==> src/hdl/atba_pkg.sv <==
package atba_pkg;

    localparam int OP_W       = 3;
    localparam int SEL_W      = 4;
    localparam int CNT_W      = 32;
    localparam int ALIGN_W    = 4;
    localparam int STATUS_W   = 2;
    localparam int ADDR_W     = 48;
    localparam int CFG_IDX_W  = 1;
    localparam int CFG_DATA_W = 48;

    localparam logic [OP_W-1:0] OP_COMMIT   = 3'd0;
    localparam logic [OP_W-1:0] OP_DECOMMIT = 3'd1;
    localparam logic [OP_W-1:0] OP_PUSH     = 3'd2;
    localparam logic [OP_W-1:0] OP_PULL     = 3'd3;

    localparam logic [STATUS_W-1:0] ST_OK        = 2'd0;
    localparam logic [STATUS_W-1:0] ST_NONE_FREE = 2'd1;
    localparam logic [STATUS_W-1:0] ST_NO_FIT    = 2'd2;

    localparam logic [CFG_IDX_W-1:0] CFG_ARENA_BYTES = 1'b0;
    localparam logic [CFG_IDX_W-1:0] CFG_REGION_BASE = 1'b1;

    localparam logic [CNT_W-1:0]  ARENA_BYTES_RST = 32'd4096;
    localparam logic [ADDR_W-1:0] REGION_BASE_RST = 48'd0;

endpackage

==> src/hdl/atba_req_if.sv <==
interface atba_req_if;
    logic                            valid;
    logic                            ready;
    logic [atba_pkg::OP_W-1:0]       op;
    logic [atba_pkg::SEL_W-1:0]      arena_sel;
    logic [atba_pkg::CNT_W-1:0]      byte_count;
    logic [atba_pkg::ALIGN_W-1:0]    align_log2;

    modport source(output valid, op, arena_sel, byte_count, align_log2, input ready);
    modport sink(input valid, op, arena_sel, byte_count, align_log2, output ready);
endinterface

==> src/hdl/atba_rsp_if.sv <==
interface atba_rsp_if;
    logic                            valid;
    logic                            ready;
    logic [atba_pkg::STATUS_W-1:0]   status;
    logic [atba_pkg::SEL_W-1:0]      arena_out;
    logic [atba_pkg::ADDR_W-1:0]     address;
    logic [atba_pkg::CNT_W-1:0]      used_bytes;
    logic [atba_pkg::CNT_W-1:0]      free_bytes;

    modport source(output valid, status, arena_out, address, used_bytes, free_bytes,
                   input ready);
    modport sink(input valid, status, arena_out, address, used_bytes, free_bytes,
                 output ready);
endinterface

==> src/hdl/atba_ram.sv <==
module atba_ram #(
    parameter int WIDTH = 32,
    parameter int DEPTH = 16
) (
    input  logic                     i_clk,
    input  logic                     i_we,
    input  logic [$clog2(DEPTH)-1:0] i_waddr,
    input  logic [WIDTH-1:0]         i_wdata,
    input  logic [$clog2(DEPTH)-1:0] i_raddr,
    output logic [WIDTH-1:0]         o_rdata
);
    logic [WIDTH-1:0] r_mem [DEPTH];

    always_ff @(posedge i_clk) begin
        if (i_we) begin
            r_mem[i_waddr] <= i_wdata;
        end
        o_rdata <= r_mem[i_raddr];
    end
endmodule

==> src/hdl/atba_first_free.sv <==
module atba_first_free #(
    parameter int N  = 16,
    parameter int IW = 4
) (
    input  logic [N-1:0]  i_committed,
    output logic          o_any,
    output logic [IW-1:0] o_idx
);
    // lowest clear bit wins: scan from the top so the last hit is the lowest
    always_comb begin
        o_any = 1'b0;
        o_idx = '0;
        for (int i = N - 1; i >= 0; i--) begin
            if (!i_committed[i]) begin
                o_any = 1'b1;
                o_idx = IW'(i);
            end
        end
    end
endmodule

==> src/hdl/arena_table_bump_allocator.sv <==
// Each accepted item passes in order through accept and read of the position
// memory (S_IDLE), compute (S_CALC), and write back and load of the result
// register (S_WB); a new item is taken only once the last write-back is done. A
// result not taken holds the write-back stage until the sink takes it.
// Reset (synchronous, active low): all arenas uncommitted, all positions
// read as zero through per-entry valid bits, registers at their defaults.
module arena_table_bump_allocator #(
    parameter int NUM_ARENAS = 16,
    parameter int ADDR_BITS  = 48
) (
    input  logic                               i_clk,
    input  logic                               i_rst_n,
    atba_req_if.sink                           i_req,
    atba_rsp_if.source                         o_rsp,
    input  logic                               i_cfg_we,
    input  logic [atba_pkg::CFG_IDX_W-1:0]     i_cfg_idx,
    input  logic [atba_pkg::CFG_DATA_W-1:0]    i_cfg_wdata
);
    localparam int IW = $clog2(NUM_ARENAS);
    localparam int AW = atba_pkg::ADDR_W;
    localparam int CW = atba_pkg::CNT_W;
    localparam logic [AW-1:0] AMASK =
        (ADDR_BITS >= AW) ? {AW{1'b1}} : ((AW'(1) << ADDR_BITS) - AW'(1));

    typedef enum logic [2:0] {
        S_IDLE = 3'b001,
        S_CALC = 3'b010,
        S_WB   = 3'b100
    } t_state;

    typedef struct packed {
        logic wr_mem;
        logic set_commit;
        logic clr_commit;
        logic clr_pval;
    } t_upd;

    t_state r_state, n_state;

    logic [CW-1:0]         r_arena_bytes;
    logic [AW-1:0]         r_region_base;
    logic [NUM_ARENAS-1:0] r_committed;
    logic [NUM_ARENAS-1:0] r_pvalid;

    // accepted item
    logic [atba_pkg::OP_W-1:0]  r_op;
    logic [atba_pkg::SEL_W-1:0] r_sel;
    logic [IW-1:0]              r_idx;
    logic                       r_inrange;
    logic [CW:0]                r_rounded;
    logic                       r_any;
    logic [IW-1:0]              r_cidx;

    // computed, waiting for write-back
    logic [atba_pkg::STATUS_W-1:0] r_status;
    logic [atba_pkg::SEL_W-1:0]    r_arena;
    logic [CW-1:0]                 r_newpos;
    logic                          r_addr_en;
    logic                          r_zero;
    logic [AW-1:0]                 r_prod;
    logic [AW-1:0]                 r_addend;
    logic [IW-1:0]                 r_tgt;
    t_upd                          r_upd;

    // result register
    logic                          r_ovalid;
    logic [atba_pkg::STATUS_W-1:0] r_o_status;
    logic [atba_pkg::SEL_W-1:0]    r_o_arena;
    logic [AW-1:0]                 r_o_addr;
    logic [CW-1:0]                 r_o_used;
    logic [CW-1:0]                 r_o_free;

    logic          accept;
    logic          wb_go;
    logic          ff_any;
    logic [IW-1:0] ff_idx;
    logic [CW:0]   amask;
    logic [CW:0]   rounded;
    logic [IW-1:0] rd_addr;
    logic [CW-1:0] ram_rdata;

    logic [CW-1:0]                 cur;
    logic [CW+1:0]                 nxt;
    logic                          fits;
    logic [CW-1:0]                 pulled;
    logic [IW-1:0]                 calc_idx;
    logic [atba_pkg::STATUS_W-1:0] c_status;
    logic [atba_pkg::SEL_W-1:0]    c_arena;
    logic [CW-1:0]                 c_newpos;
    logic                          c_addr_en;
    logic                          c_zero;
    logic [AW-1:0]                 c_addend;
    t_upd                          c_upd;

    logic [AW-1:0] wb_addr;
    logic [CW-1:0] wb_free;

    assign i_req.ready = (r_state == S_IDLE);
    assign accept      = i_req.valid && (r_state == S_IDLE);
    assign wb_go       = (r_state == S_WB) && (!r_ovalid || o_rsp.ready);

    atba_first_free #(.N(NUM_ARENAS), .IW(IW)) u_first_free (
        .i_committed (r_committed),
        .o_any       (ff_any),
        .o_idx       (ff_idx)
    );

    // round the count up to the alignment
    always_comb begin
        amask   = ((CW+1)'(1) << i_req.align_log2) - (CW+1)'(1);
        rounded = ({1'b0, i_req.byte_count} + amask) & ~amask;
    end

    // hold the read address through compute so the read data stays put
    assign rd_addr = (r_state == S_IDLE) ? IW'(i_req.arena_sel) : r_idx;

    atba_ram #(.WIDTH(CW), .DEPTH(NUM_ARENAS)) u_pos_ram (
        .i_clk   (i_clk),
        .i_we    (wb_go && r_upd.wr_mem),
        .i_waddr (r_tgt),
        .i_wdata (r_newpos),
        .i_raddr (rd_addr),
        .o_rdata (ram_rdata)
    );

    always_comb begin
        cur      = (r_inrange && r_pvalid[r_idx]) ? ram_rdata : '0;
        nxt      = (CW+2)'(cur) + (CW+2)'(r_rounded);
        fits     = r_inrange && r_committed[r_idx] && (nxt <= (CW+2)'(r_arena_bytes));
        pulled   = (r_rounded >= (CW+1)'(cur)) ? '0 : cur - r_rounded[CW-1:0];
        calc_idx = (r_op == atba_pkg::OP_COMMIT) ? r_cidx : r_idx;

        c_status  = atba_pkg::ST_OK;
        c_arena   = r_sel;
        c_newpos  = cur;
        c_addr_en = 1'b0;
        c_zero    = 1'b0;
        c_addend  = r_region_base;
        c_upd     = '0;

        if (r_op == atba_pkg::OP_COMMIT) begin
            if (r_any) begin
                c_arena        = atba_pkg::SEL_W'(r_cidx);
                c_newpos       = '0;
                c_addr_en      = 1'b1;
                c_upd.set_commit = 1'b1;
                c_upd.clr_pval   = 1'b1;
            end else begin
                c_status = atba_pkg::ST_NONE_FREE;
                c_arena  = '0;
                c_zero   = 1'b1;
            end
        end else if (!r_inrange) begin
            c_zero = 1'b1;
        end else begin
            case (r_op)
                atba_pkg::OP_DECOMMIT: begin
                    c_newpos         = '0;
                    c_upd.clr_commit = 1'b1;
                    c_upd.clr_pval   = 1'b1;
                end
                atba_pkg::OP_PUSH: begin
                    if (fits) begin
                        c_newpos     = nxt[CW-1:0];
                        c_addr_en    = 1'b1;
                        c_addend     = r_region_base + AW'(cur);
                        c_upd.wr_mem = 1'b1;
                    end else begin
                        c_status = atba_pkg::ST_NO_FIT;
                    end
                end
                atba_pkg::OP_PULL: begin
                    c_newpos     = pulled;
                    c_upd.wr_mem = 1'b1;
                end
                default: begin
                end
            endcase
        end
    end

    always_comb begin
        wb_addr = r_addr_en ? ((r_prod + r_addend) & AMASK) : '0;
        if (r_zero || r_newpos >= r_arena_bytes) begin
            wb_free = '0;
        end else begin
            wb_free = r_arena_bytes - r_newpos;
        end
    end

    always_comb begin
        n_state = r_state;
        case (r_state)
            S_IDLE: if (accept) n_state = S_CALC;
            S_CALC: n_state = S_WB;
            S_WB:   if (wb_go) n_state = S_IDLE;
            default: n_state = S_IDLE;
        endcase
    end

    always_ff @(posedge i_clk) begin
        if (!i_rst_n) begin
            r_state       <= S_IDLE;
            r_arena_bytes <= atba_pkg::ARENA_BYTES_RST;
            r_region_base <= atba_pkg::REGION_BASE_RST;
            r_committed   <= '0;
            r_pvalid      <= '0;
            r_ovalid      <= 1'b0;
        end else begin
            r_state <= n_state;
            if (i_cfg_we) begin
                case (i_cfg_idx)
                    atba_pkg::CFG_ARENA_BYTES: r_arena_bytes <= i_cfg_wdata[CW-1:0];
                    atba_pkg::CFG_REGION_BASE: r_region_base <= i_cfg_wdata[AW-1:0];
                    default: begin
                    end
                endcase
            end
            if (wb_go) begin
                if (r_upd.set_commit) r_committed[r_tgt] <= 1'b1;
                if (r_upd.clr_commit) r_committed[r_tgt] <= 1'b0;
                if (r_upd.clr_pval)   r_pvalid[r_tgt]    <= 1'b0;
                if (r_upd.wr_mem)     r_pvalid[r_tgt]    <= 1'b1;
                r_ovalid <= 1'b1;
            end else if (o_rsp.ready) begin
                r_ovalid <= 1'b0;
            end
        end
    end

    // payload registers
    always_ff @(posedge i_clk) begin
        if (accept) begin
            r_op      <= i_req.op;
            r_sel     <= i_req.arena_sel;
            r_idx     <= IW'(i_req.arena_sel);
            r_inrange <= (32'(i_req.arena_sel) < 32'(NUM_ARENAS));
            r_rounded <= rounded;
            r_any     <= ff_any;
            r_cidx    <= ff_idx;
        end
        if (r_state == S_CALC) begin
            r_status  <= c_status;
            r_arena   <= c_arena;
            r_newpos  <= c_newpos;
            r_addr_en <= c_addr_en;
            r_zero    <= c_zero;
            r_prod    <= AW'(r_arena_bytes) * AW'(calc_idx);
            r_addend  <= c_addend;
            r_tgt     <= calc_idx;
            r_upd     <= c_upd;
        end
        if (wb_go) begin
            r_o_status <= r_status;
            r_o_arena  <= r_arena;
            r_o_addr   <= wb_addr;
            r_o_used   <= r_zero ? '0 : r_newpos;
            r_o_free   <= wb_free;
        end
    end

    assign o_rsp.valid      = r_ovalid;
    assign o_rsp.status     = r_o_status;
    assign o_rsp.arena_out  = r_o_arena;
    assign o_rsp.address    = r_o_addr;
    assign o_rsp.used_bytes = r_o_used;
    assign o_rsp.free_bytes = r_o_free;

endmodule
==> src/flat_wrapper.sv <==
// flat-port wrapper written by rule: the top's interface ports become plain ports
module arena_table_bump_allocator_flat 
#(
    parameter int NUM_ARENAS = 16,
    parameter int ADDR_BITS  = 48
)
  (i_clk, i_rst_n, i_cfg_we, i_cfg_idx, i_cfg_wdata, i_req_valid, i_req_op, i_req_arena_sel, i_req_byte_count, i_req_align_log2, i_req_ready, o_rsp_valid, o_rsp_status, o_rsp_arena_out, o_rsp_address, o_rsp_used_bytes, o_rsp_free_bytes, o_rsp_ready);
  atba_req_if i_req_i ();
  atba_rsp_if o_rsp_i ();
  input  logic i_clk;
  input  logic i_rst_n;
  input  logic i_cfg_we;
  input  logic [atba_pkg::CFG_IDX_W-1:0] i_cfg_idx;
  input  logic [atba_pkg::CFG_DATA_W-1:0] i_cfg_wdata;
  input wire logic [$bits(i_req_i.valid)-1:0] i_req_valid;
  input wire logic [$bits(i_req_i.op)-1:0] i_req_op;
  input wire logic [$bits(i_req_i.arena_sel)-1:0] i_req_arena_sel;
  input wire logic [$bits(i_req_i.byte_count)-1:0] i_req_byte_count;
  input wire logic [$bits(i_req_i.align_log2)-1:0] i_req_align_log2;
  output wire logic [$bits(i_req_i.ready)-1:0] i_req_ready;
  output wire logic [$bits(o_rsp_i.valid)-1:0] o_rsp_valid;
  output wire logic [$bits(o_rsp_i.status)-1:0] o_rsp_status;
  output wire logic [$bits(o_rsp_i.arena_out)-1:0] o_rsp_arena_out;
  output wire logic [$bits(o_rsp_i.address)-1:0] o_rsp_address;
  output wire logic [$bits(o_rsp_i.used_bytes)-1:0] o_rsp_used_bytes;
  output wire logic [$bits(o_rsp_i.free_bytes)-1:0] o_rsp_free_bytes;
  input wire logic [$bits(o_rsp_i.ready)-1:0] o_rsp_ready;
  assign i_req_i.valid = i_req_valid;
  assign i_req_i.op = i_req_op;
  assign i_req_i.arena_sel = i_req_arena_sel;
  assign i_req_i.byte_count = i_req_byte_count;
  assign i_req_i.align_log2 = i_req_align_log2;
  assign i_req_ready = i_req_i.ready;
  assign o_rsp_valid = o_rsp_i.valid;
  assign o_rsp_status = o_rsp_i.status;
  assign o_rsp_arena_out = o_rsp_i.arena_out;
  assign o_rsp_address = o_rsp_i.address;
  assign o_rsp_used_bytes = o_rsp_i.used_bytes;
  assign o_rsp_free_bytes = o_rsp_i.free_bytes;
  assign o_rsp_i.ready = o_rsp_ready;
  arena_table_bump_allocator #(.NUM_ARENAS(NUM_ARENAS), .ADDR_BITS(ADDR_BITS)) u_core (.i_clk(i_clk), .i_rst_n(i_rst_n), .i_req(i_req_i), .o_rsp(o_rsp_i), .i_cfg_we(i_cfg_we), .i_cfg_idx(i_cfg_idx), .i_cfg_wdata(i_cfg_wdata));
endmodule
==> config.mk <==
export PLATFORM = sky130hd
export DESIGN_NAME = arena_table_bump_allocator_flat
export DESIGN_NICKNAME = d
export VERILOG_FILES = /design/src/hdl/atba_pkg.sv /design/src/hdl/atba_req_if.sv /design/src/hdl/atba_rsp_if.sv /design/src/hdl/atba_ram.sv /design/src/hdl/atba_first_free.sv /design/src/hdl/arena_table_bump_allocator.sv /design/src/flat_wrapper.sv
export SDC_FILE = /design/constraint.sdc
export NUM_CORES = 2
export LEC_CHECK = 0
export ABC_AREA = 0
export BUFFER_PORTS_ARGS = -buffer_cell sky130_fd_sc_hd__buf_4
export CAP_MARGIN = 40
export CORE_MARGIN = 2
export CORE_UTILIZATION = 40
export CTS_BUF_LIST = sky130_fd_sc_hd__clkbuf_4 sky130_fd_sc_hd__clkbuf_8
export DETAILED_ROUTE_END_ITERATION = 16
export SETUP_SLACK_MARGIN = 0.3
export SLEW_MARGIN = 20
export SYNTH_ARGS = -nofsm -noshare
export SYNTH_HDL_FRONTEND = slang
export SYNTH_SLANG_ARGS = --single-unit
==> constraint.sdc <==
create_clock -name i_clk -period 12.1 [get_ports i_clk]
set_clock_uncertainty 0.1 [all_clocks]
set_input_delay 1.815 -clock i_clk [delete_from_list [all_inputs] [get_ports i_clk]]
set_output_delay 1.815 -clock i_clk [all_outputs]
set_load 0.005 [all_outputs]
==> impl_metrics.py <==
metrics = {
    "worst_hold_path": {
        "hold_depth": 0,
        "hold_path_class": "flip-flop to flip-flop",
    },
    "cts": {
        "cts_hold_buf": 0,
        "insertion_delay_ps": 930,
        "cts_setup_buffers": 0,
        "htree_levels": 4,
        "ctsResizeCount": 0,
        "cts.clk_slew.worst_paths_ps": 60,
        "clk_path_buf_depth": 3,
        "cts_buffers": 162,
        "cts-root-buf": "clkbuf_8",
        "cts_tree": "built",
        "cts.sinks": 954,
    },
    "sta": {
        "setup_violations": 0,
        "fmax_ghz": 0.1009,
        "final-hold-violation-count": 0,
        "rsz0062_at_grt": "no",
        "report.final.slew_viol_count": 0,
        "max-slew-margin-rel_pct": 35.70,
        "period_share_pct": 81.91,
        "finalSetupTns_ps": 0,
        "worstMarginPinSlew_ps": 964.4,
        "fin_crit_ps": 9911,
    },
    "grt": {
        "grtUsageTotal_pct": 24.90,
        "antenna_found_initial": 7,
        "top_usage_layer": "met2",
        "grt_pass1_vias": 37320,
        "met1_usage_pct": 35.44,
        "grt-ovfl-total": 0,
        "grt_max_degree": 204,
        "use_met3_pct": 4.434,
        "met2_usage_pct": 38.31,
        "grt_pass1_wl_um": 245700,
    },
    "power": {
        "pwr-share-comb_pct": 17.5,
        "leakage_nw": 22.72,
        "p_switching_w": 0.002438,
        "vdd_drop_max_mv": 0.09679,
        "internal_power_w": 0.005873,
        "seqPwrFrac_pct": 45.0,
        "clock_power_share_pct": 37.5,
        "power_switching_share_pct": 29.34,
        "p_per_area_nw_per_um2": 139.7,
    },
    "floorplanning": {
        "fp.dieH_um": 365.5,
        "die-area_sq_um": 133600,
        "io_pins": 217,
        "start_util_pct": 40.31,
        "dieWidth_um": 365.5,
        "fp.coreArea_sq_um": 129600,
        "rows": 132,
    },
    "placement": {
        "dp_hpwl_um": 118000,
        "gp_congestion": 0.9570,
        "port_buffers": 216,
    },
    "drt": {
        "dr.pass1.iters": 5,
        "drc": 0,
        "drt-initial-drc-count": 4046,
        "routed_wl_um": 168700,
        "post_drt_wl_per_cell_um": 24.05,
        "ant_nets": 0,
        "vias": 39640,
        "via_per_inst": 5.651,
    },
    "layout": {
        "layout_common_cells": "edfxtp_1, nand2_1, nor2_1",
        "drive_above_1_share_pct": 12.20,
        "final_util_pct": 45.88,
        "syn2layout_area_growth_pct": 13.82,
        "fin_nets": 5586,
        "fillers": 12040,
        "layout.cells.most_common": "edfxtp_1",
    },
    "setup_path": {
        "reg2reg_depth": 34,
        "cp_max_fo": 19,
        "path_common_cell": "nor2_1",
        "worstPathRequired_ps": 12590,
        "endpoint_kind": "flip-flop",
        "critPathArrivalTime_ps": 10400,
        "critical_path_class": "flip-flop to flip-flop",
        "worst_setup_path_start_kind": "flip-flop",
        "slowest_stage": "o41ai_4",
        "cp_slowest_stage_delay_ps": 630,
    },
    "flow_run": {
        "cap_viol_max_count": 0,
    },
    "logic_synthesis": {
        "synth-edff-count": 806,
        "synth_ff_type": "edfxtp_1",
        "syn_area_sq_um": 52270,
        "synth_seq_cells": 954,
        "yosysWarnings": 0,
        "postSynthAreaPerCell_sq_um": 10.60,
        "ys_seq_area_share_pct": 51.98,
        "synthCells": 4932,
        "ys_types": 107,
        "async_flop_share_pct": 0,
    },
    "outcome": {
        "status": "completed",
    },
}
-- critical path: cells and delay by family, from the launching register on --
kind	cells	cell delay (ps)
AOI/OAI and AO/OA	13	3650
xor gates and xnor gates	1	260
adders and majority gates	2	810
buffers and inverters	5	1520
DFF	1	440
muxes	1	540
and+or+nand+nor	12	2210
-- power by group through the flow --
| stage | sequential [W] | combinational (W) | clock, W |
|---|---|---|---|
| floorplan | 0.00372 | 0.00101 | 0 |
| global placement | 0.00381 | 0.00142 | 0 |
| detailed placement | 0.00381 | 0.00142 | 0 |
| CTS | 0.00374 | 0.00143 | 0.00317 |
| global route | 0.00374 | 0.00160 | 0.00331 |
| finish | 0.00374 | 0.00145 | 0.00312 |
-- state kept, by name, indices dropped and copies added, names as in the netlist, 3 cells and up --
register / cells
u_core.r_newpos: 32
u_core.r_tgt: 4
u_core.r_pvalid: 16
u_core.o_rsp.free_bytes: 32
u_core.r_arena_bytes: 32
u_core.r_cidx: 4
u_core.r_prod: 36
u_core.o_rsp.address: 48
u_core.r_arena: 4
u_core.r_rounded: 33
u_core.r_upd: 4
u_core.r_committed: 16
u_core.o_rsp.used_bytes: 32
u_core.o_rsp.arena_out: 4
u_core.r_sel: 4
u_core.r_op: 3
u_core.r_region_base: 48
u_core.u_pos_ram.r_mem: 512
u_core.u_pos_ram.o_rdata: 32
u_core.r_state: 3
u_core.r_addend: 48
-- final cells by class --
class / count / area, sq um / area share [%]
inverters: 265 / 994.7 / 1.672
well taps: 1742 / 2180 / 3.664
clock inverters: 63 / 626.9 / 1.054
repair buffers: 280 / 2257 / 3.794
multi-input cells: 3477 / 23410 / 39.36
flip-flops and latches: 954 / 27170 / 45.67
diodes: 1 / 2.502 / 0.004207
clock buffers: 232 / 2849 / 4.789
-- metal layers --
layer,routed length (um),share of wire (%)
met4,4922,2.9
met1,76530,45
met3,12310,7.3
met5,0,0
met2,74900,44
-- kinds of logic after synthesis --
group                      Yosys count  synth area share (%)
adders and majority gates          351                 9.298
and+or+nand+nor                   1628                 14.43
muxes                               31                0.7445
other                                1              0.007175
buffers and inverters              507                 3.735
xor gates and xnor gates           196                 3.285
DFF                                954                 51.98
AOI/OAI and AO/OA                 1264                 16.52
-- synthesized netlist by cell type (82+ instances only) --
cell | instances | area (sq um)
xnor2_1 | 114 | 998.5
and2_1 | 197 | 1232
xor2_1 | 82 | 718.2
clkbuf_1 | 217 | 814.5
o21ai_0 | 160 | 800.8
ha_1 | 286 | 3578
edfxtp_1 | 806 | 24200
inv_1 | 261 | 979.7
dfxtp_1 | 148 | 2963
a211oi_1 | 183 | 1374
nand2_1 | 714 | 2680
a21oi_1 | 268 | 1341
nor2_1 | 332 | 1246
a31oi_1 | 99 | 619.3
a21boi_0 | 99 | 743.2
-- per-stage QoR --
step	area (sq um)	instances	worst slack (ps)	total power, W	hold WS, ps
after global placement	55800	6706	2381	0.005224	302.9
after CTS	59410	7008	2076	0.008343	314.4
final	59490	7014	2189	0.008311	314.3
after global routing	59490	7014	1782	0.008647	324.5
after detailed placement	55940	6713	2151	0.005230	311.8
after floorplan	52290	4938	1265	0.004733	300.3
-- worst paths after layout --
path | from | to | slack [ps]
setup / recovery | u_core.r_sel[0]$_DFFE_PP_ | u_core.r_newpos[18]$_DFFE_PP_ | 2190
hold / removal | u_core.r_arena[3]$_DFFE_PP_ | u_core.o_rsp.arena_out[3]$_DFFE_PP_ | 310
setup reg to reg | u_core.r_sel[0]$_DFFE_PP_ | u_core.r_newpos[18]$_DFFE_PP_ | 2190
hold reg to reg | u_core.r_arena[3]$_DFFE_PP_ | u_core.o_rsp.arena_out[3]$_DFFE_PP_ | 310
No activity file was read; power rests on OpenSTA's default activity.
